`config.mk`:
```
export PLATFORM = sky130hd
export DESIGN_NAME = vrms_front
export DESIGN_NICKNAME = d
export VERILOG_FILES = /design/src/sv/vrms_pkg.sv /design/src/sv/vrms_front.sv
export SDC_FILE = /design/constraint.sdc
export NUM_CORES = 1
export LEC_CHECK = 0
export ABC_CLOCK_PERIOD_IN_PS = 11400
export BUFFER_PORTS_ARGS = -buffer_cell sky130_fd_sc_hd__buf_2
export CAP_MARGIN = 20
export CORE_UTILIZATION = 30
export CTS_BUF_LIST = sky130_fd_sc_hd__clkbuf_16
export DETAILED_ROUTE_END_ITERATION = 10
export PLACE_DENSITY = 0.42
export SETUP_SLACK_MARGIN = 0.3
export SYNTH_ARGS = -nofsm -noshare
export SYNTH_HDL_FRONTEND = slang
export SYNTH_SLANG_ARGS = --single-unit
```
`constraint.sdc`:
```
create_clock -name clk -period 11.4 [get_ports clk]
set_input_delay 0.57 -clock clk [delete_from_list [all_inputs] [get_ports clk]]
set_output_delay 0.57 -clock clk [all_outputs]
set_load 0.01 [all_outputs]
```
`src/sv/vrms_pkg.sv`:
```
package vrms_pkg;

  // Fixed field widths of the stream words.
  localparam int COORD_W  = 8;
  localparam int SIZE_W   = 9;
  localparam int SAMPLE_W = 16;
  localparam int ISO_W    = 16;
  localparam int COUNT_W  = 16;
  localparam int MODE_W   = 2;
  localparam int STATUS_W = 2;
  localparam int REG_W    = 2;
  localparam int KIND_W   = 3;

  // Widths of the voxel index arithmetic, sized for size registers up to 511.
  localparam int YX_W    = COORD_W + SIZE_W;        // y * size_x
  localparam int PLANE_W = 2 * SIZE_W;              // size_x * size_y
  localparam int ZP_W    = COORD_W + PLANE_W;       // z * plane
  localparam int XY_W    = YX_W + 1;                // x + y * size_x
  localparam int SUM_W   = ZP_W + 1;                // full linear index

  // Operation codes carried in the input tuser.
  localparam logic [MODE_W-1:0] MODE_ADD    = 2'd0;
  localparam logic [MODE_W-1:0] MODE_READ   = 2'd1;
  localparam logic [MODE_W-1:0] MODE_INSIDE = 2'd2;
  localparam logic [MODE_W-1:0] MODE_FREEZE = 2'd3;

  // Status codes carried in the output tuser.
  localparam logic [STATUS_W-1:0] ST_OK     = 2'd0;
  localparam logic [STATUS_W-1:0] ST_RANGE  = 2'd1;
  localparam logic [STATUS_W-1:0] ST_REJECT = 2'd2;

  // Configuration register indexes.
  localparam logic [REG_W-1:0] REG_SIZE_X    = 2'd0;
  localparam logic [REG_W-1:0] REG_SIZE_Y    = 2'd1;
  localparam logic [REG_W-1:0] REG_SIZE_Z    = 2'd2;
  localparam logic [REG_W-1:0] REG_ISO_LEVEL = 2'd3;

  // What the back end has to do with a classified word.
  typedef enum logic [KIND_W-1:0] {
    JOB_ADD,
    JOB_READ,
    JOB_RANGE,
    JOB_REJECT,
    JOB_FREEZE
  } job_kind_t;

  typedef enum logic [1:0] {
    F_IDLE,
    F_MUL1,
    F_MUL2,
    F_PUSH
  } front_state_t;

  typedef enum logic [2:0] {
    B_CLEAR,
    B_IDLE,
    B_FETCH,
    B_MUL,
    B_DIV,
    B_WRITE,
    B_DONE
  } back_state_t;

endpackage

```
`src/sv/vrms_front.sv`:
```
module vrms_front #(
  parameter int MAX_VOXELS = 65536,
  parameter int VALUE_BITS = 16
) (
  input  logic                                 clk,
  input  logic                                 rst,
  input  logic                                 hold,
  input  logic                                 in_valid,
  output logic                                 in_ready,
  input  logic [vrms_pkg::MODE_W-1:0]          in_mode,
  input  logic [vrms_pkg::COORD_W-1:0]         in_x,
  input  logic [vrms_pkg::COORD_W-1:0]         in_y,
  input  logic [vrms_pkg::COORD_W-1:0]         in_z,
  input  logic [vrms_pkg::SAMPLE_W-1:0]        in_sample,
  input  logic [vrms_pkg::SIZE_W-1:0]          size_x,
  input  logic [vrms_pkg::SIZE_W-1:0]          size_y,
  input  logic [vrms_pkg::SIZE_W-1:0]          size_z,
  output logic                                 job_valid,
  input  logic                                 job_ready,
  output vrms_pkg::job_kind_t                  job_kind,
  output logic [$clog2(MAX_VOXELS)-1:0]        job_idx,
  output logic [VALUE_BITS-1:0]                job_sample
);

  localparam int IDX_W = $clog2(MAX_VOXELS);

  vrms_pkg::front_state_t state;
  vrms_pkg::front_state_t state_next;

  logic [vrms_pkg::MODE_W-1:0]  mode_r;
  logic [vrms_pkg::COORD_W-1:0] x_r;
  logic [vrms_pkg::COORD_W-1:0] y_r;
  logic [vrms_pkg::COORD_W-1:0] z_r;
  logic [VALUE_BITS-1:0]        sample_r;
  logic [vrms_pkg::YX_W-1:0]    yx;
  logic [vrms_pkg::PLANE_W-1:0] plane;
  logic [vrms_pkg::ZP_W-1:0]    zp;
  logic [vrms_pkg::XY_W-1:0]    xy;
  logic                         coord_bad;
  logic                         frozen;
  logic [vrms_pkg::SUM_W-1:0]   lin_idx;
  logic                         idx_bad;

  always_comb begin
    state_next = state;
    case (state)
      vrms_pkg::F_IDLE: begin
        if (in_valid && !hold) begin
          state_next = vrms_pkg::F_MUL1;
        end
      end
      vrms_pkg::F_MUL1: state_next = vrms_pkg::F_MUL2;
      vrms_pkg::F_MUL2: state_next = vrms_pkg::F_PUSH;
      vrms_pkg::F_PUSH: begin
        if (job_ready) begin
          state_next = vrms_pkg::F_IDLE;
        end
      end
      default: state_next = vrms_pkg::F_IDLE;
    endcase
  end

  always_comb begin
    in_ready  = 1'b0;
    job_valid = 1'b0;
    case (state)
      vrms_pkg::F_IDLE: in_ready  = !hold;
      vrms_pkg::F_PUSH: job_valid = 1'b1;
      default: begin
        in_ready  = 1'b0;
        job_valid = 1'b0;
      end
    endcase
  end

  always_ff @(posedge clk) begin
    if (rst) begin
      state <= vrms_pkg::F_IDLE;
    end else begin
      state <= state_next;
    end
  end

  // Index arithmetic: two multiply steps, then one add and compare at push.
  always_ff @(posedge clk) begin
    if (in_valid && in_ready) begin
      mode_r   <= in_mode;
      x_r      <= in_x;
      y_r      <= in_y;
      z_r      <= in_z;
      sample_r <= VALUE_BITS'(in_sample);
    end
    if (state == vrms_pkg::F_MUL1) begin
      yx        <= vrms_pkg::YX_W'(y_r) * vrms_pkg::YX_W'(size_x);
      plane     <= vrms_pkg::PLANE_W'(size_x) * vrms_pkg::PLANE_W'(size_y);
      coord_bad <= ({1'b0, x_r} >= size_x) || ({1'b0, y_r} >= size_y) ||
                   ({1'b0, z_r} >= size_z);
    end
    if (state == vrms_pkg::F_MUL2) begin
      zp <= vrms_pkg::ZP_W'(z_r) * vrms_pkg::ZP_W'(plane);
      xy <= vrms_pkg::XY_W'(x_r) + vrms_pkg::XY_W'(yx);
    end
  end

  assign lin_idx    = vrms_pkg::SUM_W'(zp) + vrms_pkg::SUM_W'(xy);
  assign idx_bad    = (lin_idx >= vrms_pkg::SUM_W'(MAX_VOXELS));
  assign job_idx    = lin_idx[IDX_W-1:0];
  assign job_sample = sample_r;

  // Freeze wins over everything, then a rejected add, then the range check.
  always_comb begin
    if (mode_r == vrms_pkg::MODE_FREEZE) begin
      job_kind = vrms_pkg::JOB_FREEZE;
    end else if ((mode_r == vrms_pkg::MODE_ADD) && frozen) begin
      job_kind = vrms_pkg::JOB_REJECT;
    end else if (coord_bad || idx_bad) begin
      job_kind = vrms_pkg::JOB_RANGE;
    end else if (mode_r == vrms_pkg::MODE_ADD) begin
      job_kind = vrms_pkg::JOB_ADD;
    end else begin
      job_kind = vrms_pkg::JOB_READ;
    end
  end

  always_ff @(posedge clk) begin
    if (rst) begin
      frozen <= 1'b0;
    end else if (job_valid && job_ready && (job_kind == vrms_pkg::JOB_FREEZE)) begin
      frozen <= 1'b1;
    end
  end

endmodule

```
==> metrics.cfg <==
[routing]
ant_nets=0
initialDrtViolationCount=430
routed_wirelength_mm=37.1
top_layer_used=met4
drcViolationCount=0
drt-met1-wl_mm=18.1
route.vias.total=10700
detail_route.wl_per_cell_um=15.7
met3WireLength_um=916
wl_met2_mm=17.4
drtPass1Iterations=5
via_per_inst=4.51

[logic_synthesis]
yosys.area.top_type_share=0.247
syn_inst=1571
netlist_top_cells_area=fa_1 (25%), edfxtp_1 (24%), ha_1 (14%)
async_flop_share=0
synth_ff_type=edfxtp_1
syn_nets=2011
synth_most_common_cell=inv_1
synth_seq_cells=125
yosysSeqAreaShare=0.242
synth_edf_count=122
netlist_area_mm2=0.0154
avgSynthCellArea_um2=9.81
synth_warnings=0
synth_commonest_cells=inv_1 (314), fa_1 (190), and2_1 (179)
synth_top_area_cell=fa_1
ys_types=66

[floorplanning]
core_mm2=0.0504
die_area_mm2=0.0523
start_util=0.306
die_x_um=229
io_pins=111
fp.dieH_um=229
rows=82

[global_route]
grt-ovfl-total=0
antenna_found_initial=0
grt_usage=0.148
grt_pass1_wl_mm=60.8
grt_max_degree=46
grt_pass1_vias=11300

[setup_path]
crit_type=register to register
crit_end=zp[24]
cp-startpoint=z_r[7]
path_max_fanout=19
r2r_setup_slack_ns=5.75
crit_path_end_kind=register
start_kind=register
rr_worst_depth=16
r2r-end=zp[24]
required_ns=11.55
crit_arrival_ns=5.79
timing.rr.start=z_r[7]

[place]
port_buffers=110
place_area_mm2=0.0167
finalWeightedCongestion=0.812
hpwl_mm=30.4

[clocking]
post-cts-setup-buffers=0
cts_tree=yes
clkSinkCount=125
ctsResizeCount=0
cts-root-buf=clkbuf_16
cts-buffers-inserted=17
clk_pin_slew_worst_paths_ns=0.06
hold_buffers=0
insertion_delay_ns=0.45
htreeDepth=4
cts_buffer_depth=2

[timing]
finClkSkew_ns=0.0192
setup_viol=0
fmax_ghz=0.177
max_slew.worst_pin.slew_ns=0.914
rsz0062_at_grt=false
final.period_utilization=0.495
min_period_ns=5.65
slew_violations=0
relSlewSlack=0.391
fin_tns_setup_ns=0
finalHoldViolCount=0

[finish]
syn_to_final_growth_pct=12.6
multiInputGateArea_mm2=0.0104
final-seq-area_mm2=0.00372
drive_above_1_share=0.0904
final.fill_count=5170
post-route-util=0.344
diodes=0
finalInstanceArea_mm2=0.0174
finalNetCount=2121

[flow_run]
max_cap_viol_count=0

[worst_hold_path]
hold_class=input pin to register
min_path_cells=1

[run_status]
status=completed

## critical path, stage by stage (launching register included)
cell      delay [ns]
edfxtp_1        0.67
and2_1          0.28
fa_1            0.50
fa_1            0.52
fa_1            0.57
inv_1           0.06
fa_1            0.53
inv_1           0.04
ha_1            0.31
inv_1           0.17
nor3_1          0.12
a221o_1         0.39
or3_1           0.37
a31o_1          0.24
a31oi_1         0.27
o21a_1          0.22
o211ai_1        0.11
## per-stage QoR
stage,hold WS (ns),setup WS [ns],std cells
floorplan,0.458,6.17,1571
global placement,0.502,5.79,2333
detailed placement,0.493,5.73,2333
CTS,0.260,5.70,2363
global route,0.268,5.41,2364
finish,0.298,5.75,2364
## worst min path at each step
| stage | from | endpoint | slack (ns) |
|---|---|---|---|
| finish | in_y[5] | y_r[5] | 0.30 |
| global route | in_y[5] | y_r[5] | 0.27 |
| CTS | in_y[5] | y_r[5] | 0.26 |
| detailed placement | frozen | frozen | 0.49 |
| global placement | frozen | frozen | 0.50 |
| floorplan | frozen | frozen | 0.46 |
## layout by cell type (no fill, tap or decap), types with 21 or more instances in the layout
cell      instances
inv_1           316
a21oi_1          44
and2_1          178
ha_1            174
edfxtp_1        122
nor2_1           83
nand3_1          21
nand2_1         125
xnor2_1          55
fa_1            190
buf_2           110
o21ai_0          28
## registers in the layout (all words and copies together), names as in the netlist
name	flops
zp	26
plane	18
xy	18
yx	17
job_sample	16
x_r	8
y_r	8
z_r	8
mode_r	2
state	2
coord_bad	1
frozen	1
## cell families (layout without fill, tap and decap cells)
logic type      after synthesis  count (layout)  share of synthesized area
flops                       125             125                      0.242
mux                           4               4                    0.00276
simple gates                491             491                      0.166
compound gates              182             182                     0.0797
fa+ha+maj                   366             366                      0.390
buf+inv                     335             456                     0.0816
xor+xnor                     68              68                     0.0387
## final cells by class
cell class	instances	share of cell area
multi-input cells	1111	0.601
flip-flops and latches	125	0.215
inverters	314	0.0679
well taps	672	0.0485
repair buffers	112	0.0333
clock buffers	17	0.0245
clock inverters	13	0.0101
## per-layer routing
layer  track usage  up-vias
met2         0.244      162
li1              -     5281
met5             0        -
met1         0.201     5164
met3        0.0207       48
met4        0.0476        0
Power is not shown: default switching activity piles up to over one toggle a cycle in this logic, so the estimate is an artifact.
