[src/sv/vrms_queue.sv]
module vrms_queue #(
  parameter int WIDTH = 8
) (
  input  logic             clk,
  input  logic             rst,
  input  logic             in_valid,
  output logic             in_ready,
  input  logic [WIDTH-1:0] in_data,
  output logic             out_valid,
  input  logic             out_ready,
  output logic [WIDTH-1:0] out_data
);

  // Two-entry queue between the front and back ends.
  logic [WIDTH-1:0] slot [2];
  logic             wr_ptr;
  logic             rd_ptr;
  logic [1:0]       fill;
  logic             push;
  logic             pop;

  assign in_ready  = (fill != 2'd2);
  assign out_valid = (fill != 2'd0);
  assign out_data  = slot[rd_ptr];
  assign push      = in_valid && in_ready;
  assign pop       = out_valid && out_ready;

  always_ff @(posedge clk) begin
    if (push) begin
      slot[wr_ptr] <= in_data;
    end
  end

  always_ff @(posedge clk) begin
    if (rst) begin
      wr_ptr <= 1'b0;
      rd_ptr <= 1'b0;
      fill   <= 2'd0;
    end else begin
      if (push) begin
        wr_ptr <= ~wr_ptr;
      end
      if (pop) begin
        rd_ptr <= ~rd_ptr;
      end
      if (push && !pop) begin
        fill <= fill + 2'd1;
      end else if (pop && !push) begin
        fill <= fill - 2'd1;
      end
    end
  end

endmodule

[config.mk]
export PLATFORM = sky130hd
export DESIGN_NAME = vrms_queue
export DESIGN_NICKNAME = d
export VERILOG_FILES = /design/src/sv/vrms_queue.sv
export SDC_FILE = /design/constraint.sdc
export NUM_CORES = 1
export LEC_CHECK = 0
export ABC_CLOCK_PERIOD_IN_PS = 1600
export BUFFER_PORTS_ARGS = -buffer_cell sky130_fd_sc_hd__buf_2
export CAP_MARGIN = 20
export CORE_UTILIZATION = 52
export CTS_BUF_LIST = sky130_fd_sc_hd__clkbuf_8
export CTS_CLUSTER_SIZE = 20
export DETAILED_ROUTE_END_ITERATION = 10
export GPL_TIMING_DRIVEN = 0
export PLACE_DENSITY = 0.79
export SLEW_MARGIN = 0
export SYNTH_ARGS = -nofsm -noshare
export SYNTH_HDL_FRONTEND = slang
export SYNTH_SLANG_ARGS = --single-unit
[constraint.sdc]
create_clock -name clk -period 1.6 [get_ports clk]
set_input_delay 0.08 -clock clk [delete_from_list [all_inputs] [get_ports clk]]
set_output_delay 0.08 -clock clk [all_outputs]
set_load 0.03 [all_outputs]
==> impl_metrics.py, run 1 <==
metrics = {
    "floorplanning": {
        "fp.dieW_um": 41.2,
        "initial_core_util": 0.584,
        "die_h_um": 41.2,
        "rows": 13,
        "die-area_sq_um": 1700,
        "io_pins": 22,
        "design.core.area_sq_um": 1370,
    },
    "hold_path": {
        "hold_path.class": "in -> reg",
    },
    "pwr": {
        "power_mw": 1.70,
        "pwr-share-seq": 0.441,
        "internal_power_mw": 1.12,
        "power_density_nw_per_um2": 1720,
        "leakagePower_nw": 0.400,
        "p_sw_uw": 585,
        "comb_power_share": 0.368,
        "clock_power_share": 0.191,
        "switching_share": 0.343,
        "peakVddDrop_mv": 0.988,
    },
    "cts": {
        "hold_buffers": 0,
        "clock_path_buffers": 2,
        "clock_latency_ns": 0.25,
        "cts_max_level": 1,
        "cts_tree": "done",
        "root_buffer": "clkbuf_8",
        "cts_num_sinks": 21,
        "path_clk_slew_ns": 0.07,
        "cts_buffers": 3,
    },
    "setup_path": {
        "crit_type": "reg -> reg",
        "critPathLaunchType": "flop",
        "arrival_ns": 1.70,
        "crit_path_max_fanout": 5,
        "cp-end-kind": "flop",
        "worstPathRequired_ns": 1.79,
    },
    "routing": {
        "drt_wl_total_mm": 1.24,
        "drtIter0Drc": 5,
        "vias": 456,
        "via_per_inst": 5.12,
        "antenna_left": 0,
        "post-route-drc-count": 0,
        "wl_per_cell_um": 13.9,
        "dr.pass1.iters": 4,
    },
    "outcome": {
        "outcome": "finished, final reports clean",
    },
    "timing": {
        "timing.hold.ws_ns": 0.00908,
        "period_share": 0.944,
        "fin_ws_ns": 0.0896,
        "fin_worst_skew_ns": 0.00143,
        "final_max_slew_viol_count": 0,
        "finalSetupTns_ns": 0,
        "slew_headroom": 0.748,
        "fmax_mhz": 662,
        "tightestPinTransition_ns": 0.378,
        "layout_min_cycle_time_ns": 1.51,
        "setup_violations": 0,
        "rsz0062_at_grt": "no",
        "hold_viol": 0,
    },
    "place": {
        "place_inst": 85,
        "port_buffers": 21,
        "gp_congestion": 0.632,
        "place_ws_ns": 0.0655,
        "placed_cell_area_sq_um": 930,
        "dp_hpwl_um": 875,
    },
    "finish": {
        "fill_cells": 94,
        "final_common_cell": "buf_2",
        "regArea_sq_um": 583,
        "multi_input_area_sq_um": 229,
        "syn2layout_area_growth_pct": 24.0,
        "nets": 88,
        "layout-drive-gt1-share": 0.527,
        "layout_common_cells": "22 x buf_2, 16 x edfxtp_1, 8 x mux2_2",
        "fin_cells": 89,
        "final_area_sq_um": 990,
        "finish.utilization": 0.724,
        "diodes": 0,
    },
    "logic_synthesis": {
        "synth_cells": 49,
        "ys_seq_elements": 21,
        "syn_nets": 62,
        "synth_warnings": 0,
        "ys_types": 17,
        "syn_area_sq_um": 798,
        "yosysSeqAreaShare": 0.727,
        "avgSynthCellArea_sq_um": 16.3,
    },
    "grt": {
        "overflow": 0,
        "grt.busiest_layer": "met2",
        "grt_pass1_wl_mm": 1.77,
        "grt_pass1_vias": 435,
        "use_met1": 0.173,
        "use_met3": 0.0489,
        "grtUsageTotal": 0.174,
        "grt_use_met2": 0.320,
        "grt_max_degree": 12,
        "antenna_found_initial": 0,
    },
    "flow_run": {
        "maxCapViolCount": 0,
    },
}
flip-flops by register name (all words and copies together), names as in the netlist, named ones only:
name    flops
rd_ptr      1
slot       16
wr_ptr      1
fill        2
synthesized netlist by cell type:
master,n,area [sq um]
edfxtp_1,16,480
or3_1,1,6.26
buf_2,1,5.00
nor2_1,3,11.3
nand3b_1,1,7.51
mux2_2,8,90.1
a21oi_1,2,10.0
or2_2,1,6.26
and2_1,1,6.26
o21ai_0,2,10.0
nand2b_1,1,6.26
a21bo_2,1,10.0
ha_1,1,12.5
inv_1,1,3.75
xor2_1,3,26.3
and3_1,1,6.26
dfxtp_1,5,100
power groups by stage:
| stage | combinational (mW) | sequential, mW | clock [mW] |
|---|---|---|---|
| after global routing | 0.694 | 0.765 | 0.346 |
| final | 0.627 | 0.751 | 0.325 |
| after CTS | 0.607 | 0.742 | 0.325 |
| after global placement | 0.589 | 0.747 | 0 |
| after detailed placement | 0.604 | 0.753 | 0 |
| after floorplan | 0.470 | 0.741 | 0 |
worst paths after layout:
kind	end	slack, ns	startpoint	cells past startpoint
setup reg to reg	fill[1]	0.09	fill[0]	6
hold / removal	slot[0][0]	0.009	in_data[0]	1
setup / recovery	fill[1]	0.09	fill[0]	6
hold reg to reg	fill[1]	0.53	fill[1]	2
layer usage:
layer / up-vias / part of all wire
met5: - / 0
met1: 210 / 0.42
met3: 2 / 0.045
met4: 0 / 0.0097
li1: 228 / -
met2: 16 / 0.52
repair_timing:
item | CTS | global route
buffers inserted | 0 | 0
endpoints found under the setup margin | 0 | 1
resized for setup | 0 | 4
kinds of logic (layout without fill, tap and decap cells):
family                     count (synthesis)  after routing  share of synthesized area
DFF                                       21             21                      0.727
and+or+nand+nor                            9              9                     0.0627
muxes                                      8              8                      0.113
AOI/OAI and AO/OA                          5              5                     0.0376
xor gates and xnor gates                   3              3                     0.0329
buffers and inverters                      2             27                     0.0110
adders and majority gates                  1              1                     0.0157
critical path, cell delays in order (launching register included):
cell and delay [ns]:
dfxtp_2 0.35, nand2b_4 0.16, and2_1 0.18, ha_4 0.16
xor2_1 0.15, or3_1 0.31, a21oi_1 0.14
layout make-up:
| cell class | instances | share of cell area |
|---|---|---|
| Buffer | 1 | 0.00506 |
| Tap cell | 15 | 0.0190 |
| Multi-Input combinational cell | 26 | 0.231 |
| Clock buffer | 3 | 0.0417 |
| Inverter | 1 | 0.00379 |
| Sequential cell | 21 | 0.589 |
| Timing Repair Buffer | 21 | 0.106 |
| Clock inverter | 1 | 0.00379 |
Note: power is estimated with default switching activity, not from simulation.
==> run 2, diff against run 1 <==
--- a/config.mk
+++ b/config.mk
@@ -13,7 +13,7 @@
 export CTS_CLUSTER_SIZE = 20
 export DETAILED_ROUTE_END_ITERATION = 10
 export GPL_TIMING_DRIVEN = 0
-export PLACE_DENSITY = 0.79
+export PLACE_DENSITY_LB_ADDON = 0.1
 export SLEW_MARGIN = 0
 export SYNTH_ARGS = -nofsm -noshare
 export SYNTH_HDL_FRONTEND = slang
==> run 2 against run 1 <==
Sequential share of layout area shrank 0.22 points. First-iteration DRC count is 40% higher. Non-clock buffer count is the same. Global-route usage rose by 0.80 points. Worst setup slack worse by 0.017 ns. Register-to-register slack worse by 0.02 ns. Power rose by 0.22%. Count of clock-buffer cells in the layout unchanged. Flip-flop and latch count unchanged. Critical path depth unchanged. Die area is the same. Via count grew 2.6%. Critical endpoint unchanged. Largest cell class unchanged.
==> impl_metrics.py, run 2 (synthesized netlist as in run 1, its figures left out) <==
metrics = {
    "finish": {
        "nets": 88,
        "fin_cells": 89,
        "layout-drive-gt1-share": 0.541,
        "top_regs": "slot: 16 flops, fill: 2 flops",
        "syn2layout_area_growth_pct": 24.5,
        "top_register": "slot",
        "layout_common_cells": "22 x buf_2, 16 x edfxtp_1, 8 x mux2_2",
        "largest_register_ffs": 16,
        "diodes": 0,
        "final_common_cell": "buf_2",
        "final_area_sq_um": 993,
        "fill_cells": 102,
    },
    "floorplanning": {
        "design.core.area_sq_um": 1370,
        "die-area_sq_um": 1700,
        "initial_core_util": 0.584,
        "io_pins": 22,
        "die_h_um": 41.2,
        "fp.dieW_um": 41.2,
        "rows": 13,
    },
    "timing": {
        "period_share": 0.955,
        "finalSetupTns_ns": 0,
        "rsz0062_at_grt": "no",
        "fin_worst_skew_ns": 0.00215,
        "final_max_slew_viol_count": 0,
        "timing.hold.ws_ns": 0.00894,
        "fmax_mhz": 654,
        "tightestPinTransition_ns": 0.374,
        "setup_violations": 0,
        "hold_viol": 0,
        "layout_min_cycle_time_ns": 1.53,
        "slew_headroom": 0.751,
    },
    "place": {
        "dp_hpwl_um": 837,
        "placed_cell_area_sq_um": 930,
        "gp_congestion": 0.619,
        "place_inst": 85,
        "port_buffers": 21,
    },
    "cts": {
        "cts_tree": "done",
        "cts_num_sinks": 21,
        "clock_path_buffers": 2,
        "cts_setup_buffers": 0,
        "path_clk_slew_ns": 0.07,
        "hold_buffers": 0,
        "clock_latency_ns": 0.25,
        "cts_max_level": 1,
        "root_buffer": "clkbuf_8",
        "cts_buffers": 3,
    },
    "setup_path": {
        "cp-end-kind": "flop",
        "path_cells": "nand2b_4, and2_1, ha_4, xor2_1, or3_1, a21oi_2",
        "arrival_ns": 1.71,
        "critPathMaxStageDelay_ns": 0.34,
        "critPathLaunchType": "flop",
        "slowest_stage": "dfxtp_2",
        "crit_type": "reg -> reg",
        "worstPathRequired_ns": 1.78,
        "crit_path_max_fanout": 5,
    },
    "grt": {
        "grt_max_degree": 12,
        "antenna_found_initial": 0,
        "use_met1": 0.173,
        "grt.busiest_layer": "met2",
        "grt_pass1_wl_mm": 1.78,
        "use_met3": 0.0707,
        "grtUsageTotal": 0.182,
        "grt_pass1_vias": 423,
        "overflow": 0,
        "grt_use_met2": 0.309,
    },
    "routing": {
        "wl_per_cell_um": 13.6,
        "drt_wl_total_mm": 1.21,
        "dr.pass1.iters": 3,
        "post-route-drc-count": 0,
        "vias": 468,
        "via_per_inst": 5.26,
        "drtIter0Drc": 7,
        "antenna_left": 0,
    },
    "pwr": {
        "peakVddDrop_mv": 0.995,
        "power_mw": 1.71,
        "power_density_nw_per_um2": 1720,
        "leakagePower_nw": 0.400,
    },
    "outcome": {
        "outcome": "finished, final reports clean",
    },
    "flow_run": {
        "maxCapViolCount": 0,
    },
    "hold_path": {
        "hold_path.class": "in -> reg",
    },
}
## run 2: layer usage
layer	vias to the layer above	routed length [um]	share of wire
met2	19	592	0.49
met5	-	0	0
met3	4	67	0.055
met4	0	26	0.021
met1	216	523	0.43
li1	229	-	-
## run 2: critical path, delay by kind of cell (launching register included)
kind | cells | cell delay (ns)
flip-flops | 1 | 0.34
XOR/XNOR | 1 | 0.14
AND/OR/NAND/NOR | 3 | 0.65
adder cells (fa/ha/maj) | 1 | 0.16
AO/OA/AOI/OAI | 1 | 0.16
## run 2: timing repair
| action | in CTS | in global routing |
|---|---|---|
| pin swaps | 0 | 2 |
| resized for setup | 3 | 2 |
| endpoints found under the setup margin | 1 | 1 |
| cloned | 0 | 0 |
## run 2: area by class of cell
type,instances,area [sq um],area share
timing repair buffer,21,105,0.106
clock inverter,1,3.75,0.00378
multi-input combinational,26,233,0.234
clock buffer,3,41.3,0.0416
tap,15,18.8,0.0189
buffer,1,5.00,0.00504
inverter,1,3.75,0.00378
sequential,21,583,0.587
## run 2: report_power, final
part           internal [mW]  switching, mW
registers              0.698         0.0526
logic                  0.253          0.380
clock network          0.171          0.153
## run 2: worst paths after layout
| kind | start | end | slack (ns) | cells past startpoint |
|---|---|---|---|---|
| setup reg to reg | fill[0] | fill[1] | 0.07 | 6 |
| hold reg to reg | rd_ptr | flop | 0.54 | 2 |
| hold / removal | in_data[1] | slot[1][1] | 0.009 | 1 |
| setup / recovery | fill[0] | fill[1] | 0.07 | 6 |
## run 2: through the flow
step | utilization | setup slack [ns]
CTS | 0.718 | 0.00794
global placement | 0.680 | 0.0751
detailed placement | 0.680 | 0.00524
global route | 0.727 | 0.0276
floorplan | - | 0.0563
finish | 0.727 | 0.0721
==> run 3, diff against run 2 <==
--- a/config.mk
+++ b/config.mk
@@ -13,7 +13,7 @@
 export CTS_CLUSTER_SIZE = 20
 export DETAILED_ROUTE_END_ITERATION = 10
 export GPL_TIMING_DRIVEN = 0
-export PLACE_DENSITY_LB_ADDON = 0.1
+export PLACE_DENSITY_LB_ADDON = 0.2
 export SLEW_MARGIN = 0
 export SYNTH_ARGS = -nofsm -noshare
 export SYNTH_HDL_FRONTEND = slang
==> run 3 against run 2 <==
Worst setup slack got worse by 0.015 ns. First-iteration DRC count decreased by 71%. Critical path depth unchanged. Global-route usage about the same. Largest cell class unchanged. Fmax decreased by 0.96%. Highest routed layer unchanged. Die area unchanged.
==> impl_metrics.py, run 3 (synthesized netlist as in run 1, its figures left out) <==
metrics = {
    "outcome": {
        "outcome": "finished, final reports clean",
    },
    "cts": {
        "cts_max_level": 1,
        "root_buffer": "clkbuf_8",
        "cts_tree": "done",
        "cts_buffers": 3,
        "clock_path_buffers": 2,
        "clock_latency_ns": 0.25,
        "path_clk_slew_ns": 0.07,
        "hold_buffers": 0,
        "cts_num_sinks": 21,
    },
    "timing": {
        "timing.hold.ws_ns": 0.00949,
        "final_max_slew_viol_count": 0,
        "setup_violations": 0,
        "fin_ws_ns": 0.0573,
        "fin_worst_skew_ns": 0.00245,
        "slew_headroom": 0.751,
        "fmax_mhz": 648,
        "layout_min_cycle_time_ns": 1.54,
        "rsz0062_at_grt": "no",
        "finalSetupTns_ns": 0,
        "hold_viol": 0,
        "period_share": 0.964,
        "tightestPinTransition_ns": 0.374,
    },
    "place": {
        "place_inst": 85,
        "port_buffers": 21,
        "place_ws_ns": -0.0216,
        "dp_hpwl_um": 984,
        "placed_cell_area_sq_um": 930,
        "gp_congestion": 0.626,
    },
    "pwr": {
        "peakVddDrop_mv": 1.04,
        "p_sw_uw": 601,
        "power_mw": 1.74,
        "leakagePower_nw": 0.401,
        "pwr-share-seq": 0.431,
        "switching_share": 0.346,
        "power_density_nw_per_um2": 1740,
        "comb_power_share": 0.378,
        "internal_power_mw": 1.14,
        "clock_power_share": 0.191,
    },
    "finish": {
        "final_area_sq_um": 998,
        "top_regs": "slot: 16 flops, fill: 2 flops",
        "nets": 88,
        "layout_common_cells": "22 x buf_2, 16 x edfxtp_1, 8 x mux2_2",
        "largest_register_ffs": 16,
        "syn2layout_area_growth_pct": 25.1,
        "final_common_cell": "buf_2",
        "fin_cells": 89,
        "layout-drive-gt1-share": 0.554,
        "top_register": "slot",
        "finish.utilization": 0.731,
        "diodes": 0,
    },
    "setup_path": {
        "slowest_stage": "dfxtp_2",
        "startpoint": "fill[0]",
        "r2r-start": "fill[0]",
        "worst-path-stages": 6,
        "critPathLaunchType": "flop",
        "crit_family": "simple AND/OR/NAND/NOR gates",
        "r2r_cells": 6,
        "crit_path_max_fanout": 5,
        "critPathMaxStageDelay_ns": 0.35,
        "rrSetupSlack_ns": 0.06,
        "cp-end-kind": "flop",
        "path_cells": "nand2b_4, and2_1, ha_4, xor2_1, or3_4, a21oi_2",
        "worstPathRequired_ns": 1.79,
        "critPathBufInv": 0,
        "crit_end": "fill[1]",
        "arrival_ns": 1.73,
        "crit_type": "reg -> reg",
        "r2r-end": "fill[1]",
    },
    "routing": {
        "drtIter0Drc": 2,
        "antenna_left": 0,
        "vias": 460,
        "via_per_inst": 5.17,
        "wl_per_cell_um": 15.4,
        "drt_wl_total_mm": 1.37,
        "post-route-drc-count": 0,
        "dr.pass1.iters": 2,
    },
    "floorplanning": {
        "fp.dieW_um": 41.2,
        "die_h_um": 41.2,
        "die-area_sq_um": 1700,
        "design.core.area_sq_um": 1370,
        "rows": 13,
        "initial_core_util": 0.584,
        "io_pins": 22,
    },
    "grt": {
        "grt_max_degree": 12,
        "grt_pass1_wl_mm": 1.82,
        "overflow": 0,
        "grt_pass1_vias": 432,
        "grtUsageTotal": 0.182,
        "antenna_found_initial": 0,
    },
    "flow_run": {
        "maxCapViolCount": 0,
    },
    "hold_path": {
        "hold_path.class": "in -> reg",
    },
}
-- run 3: repair_timing --
item,in CTS,in global routing
gates cloned,0,0
resized for setup,5,1
endpoints found under the setup margin,1,1
setup buffers,0,0
-- run 3: worst register-to-register path, cell delays in order (launching register included) --
cell	delay [ns]
dfxtp_2	0.35
nand2b_4	0.16
and2_1	0.19
ha_4	0.16
xor2_1	0.14
or3_4	0.34
a21oi_2	0.15
-- run 3: area by class of cell --
cell class              instances  area (sq um)
flip-flops and latches         21           583
fillers                        93           368
multi-input cells              26           238
repair buffers                 21           105
clock buffers                   3          41.3
well taps                      15          18.8
plain buffers                   1          5.00
clock inverters                 1          3.75
inverters                       1          3.75
-- run 3: power groups by stage --
stage | clock (mW) | sequential [mW] | combinational [mW]
2_1_floorplan | 0 | 0.741 | 0.470
3_3_place_gp | 0 | 0.748 | 0.589
3_5_place_dp | 0 | 0.754 | 0.612
4_1_cts | 0.332 | 0.749 | 0.643
5_1_grt | 0.350 | 0.761 | 0.707
6_report | 0.331 | 0.749 | 0.656
-- run 3: worst min path at each step --
stage / cells after the start / endpoint / start / slack [ns]
2_1_floorplan: 1 / fill[1] / rst / 0.15
3_3_place_gp: 1 / slot[1][3] / in_data[3] / 0.27
3_5_place_dp: 1 / slot[1][3] / in_data[3] / 0.27
4_1_cts: 1 / slot[0][3] / in_data[3] / 0.009
5_1_grt: 1 / slot[1][3] / in_data[3] / 0.0004
6_report: 1 / slot[0][5] / in_data[5] / 0.009
-- run 3: per-layer routing --
layer,share of wire,GRT usage,up-vias
met5,0,0,-
met4,0.0051,0.0968,0
met3,0.034,0.0489,2
met2,0.53,0.324,12
met1,0.43,0.193,218
li1,-,-,228
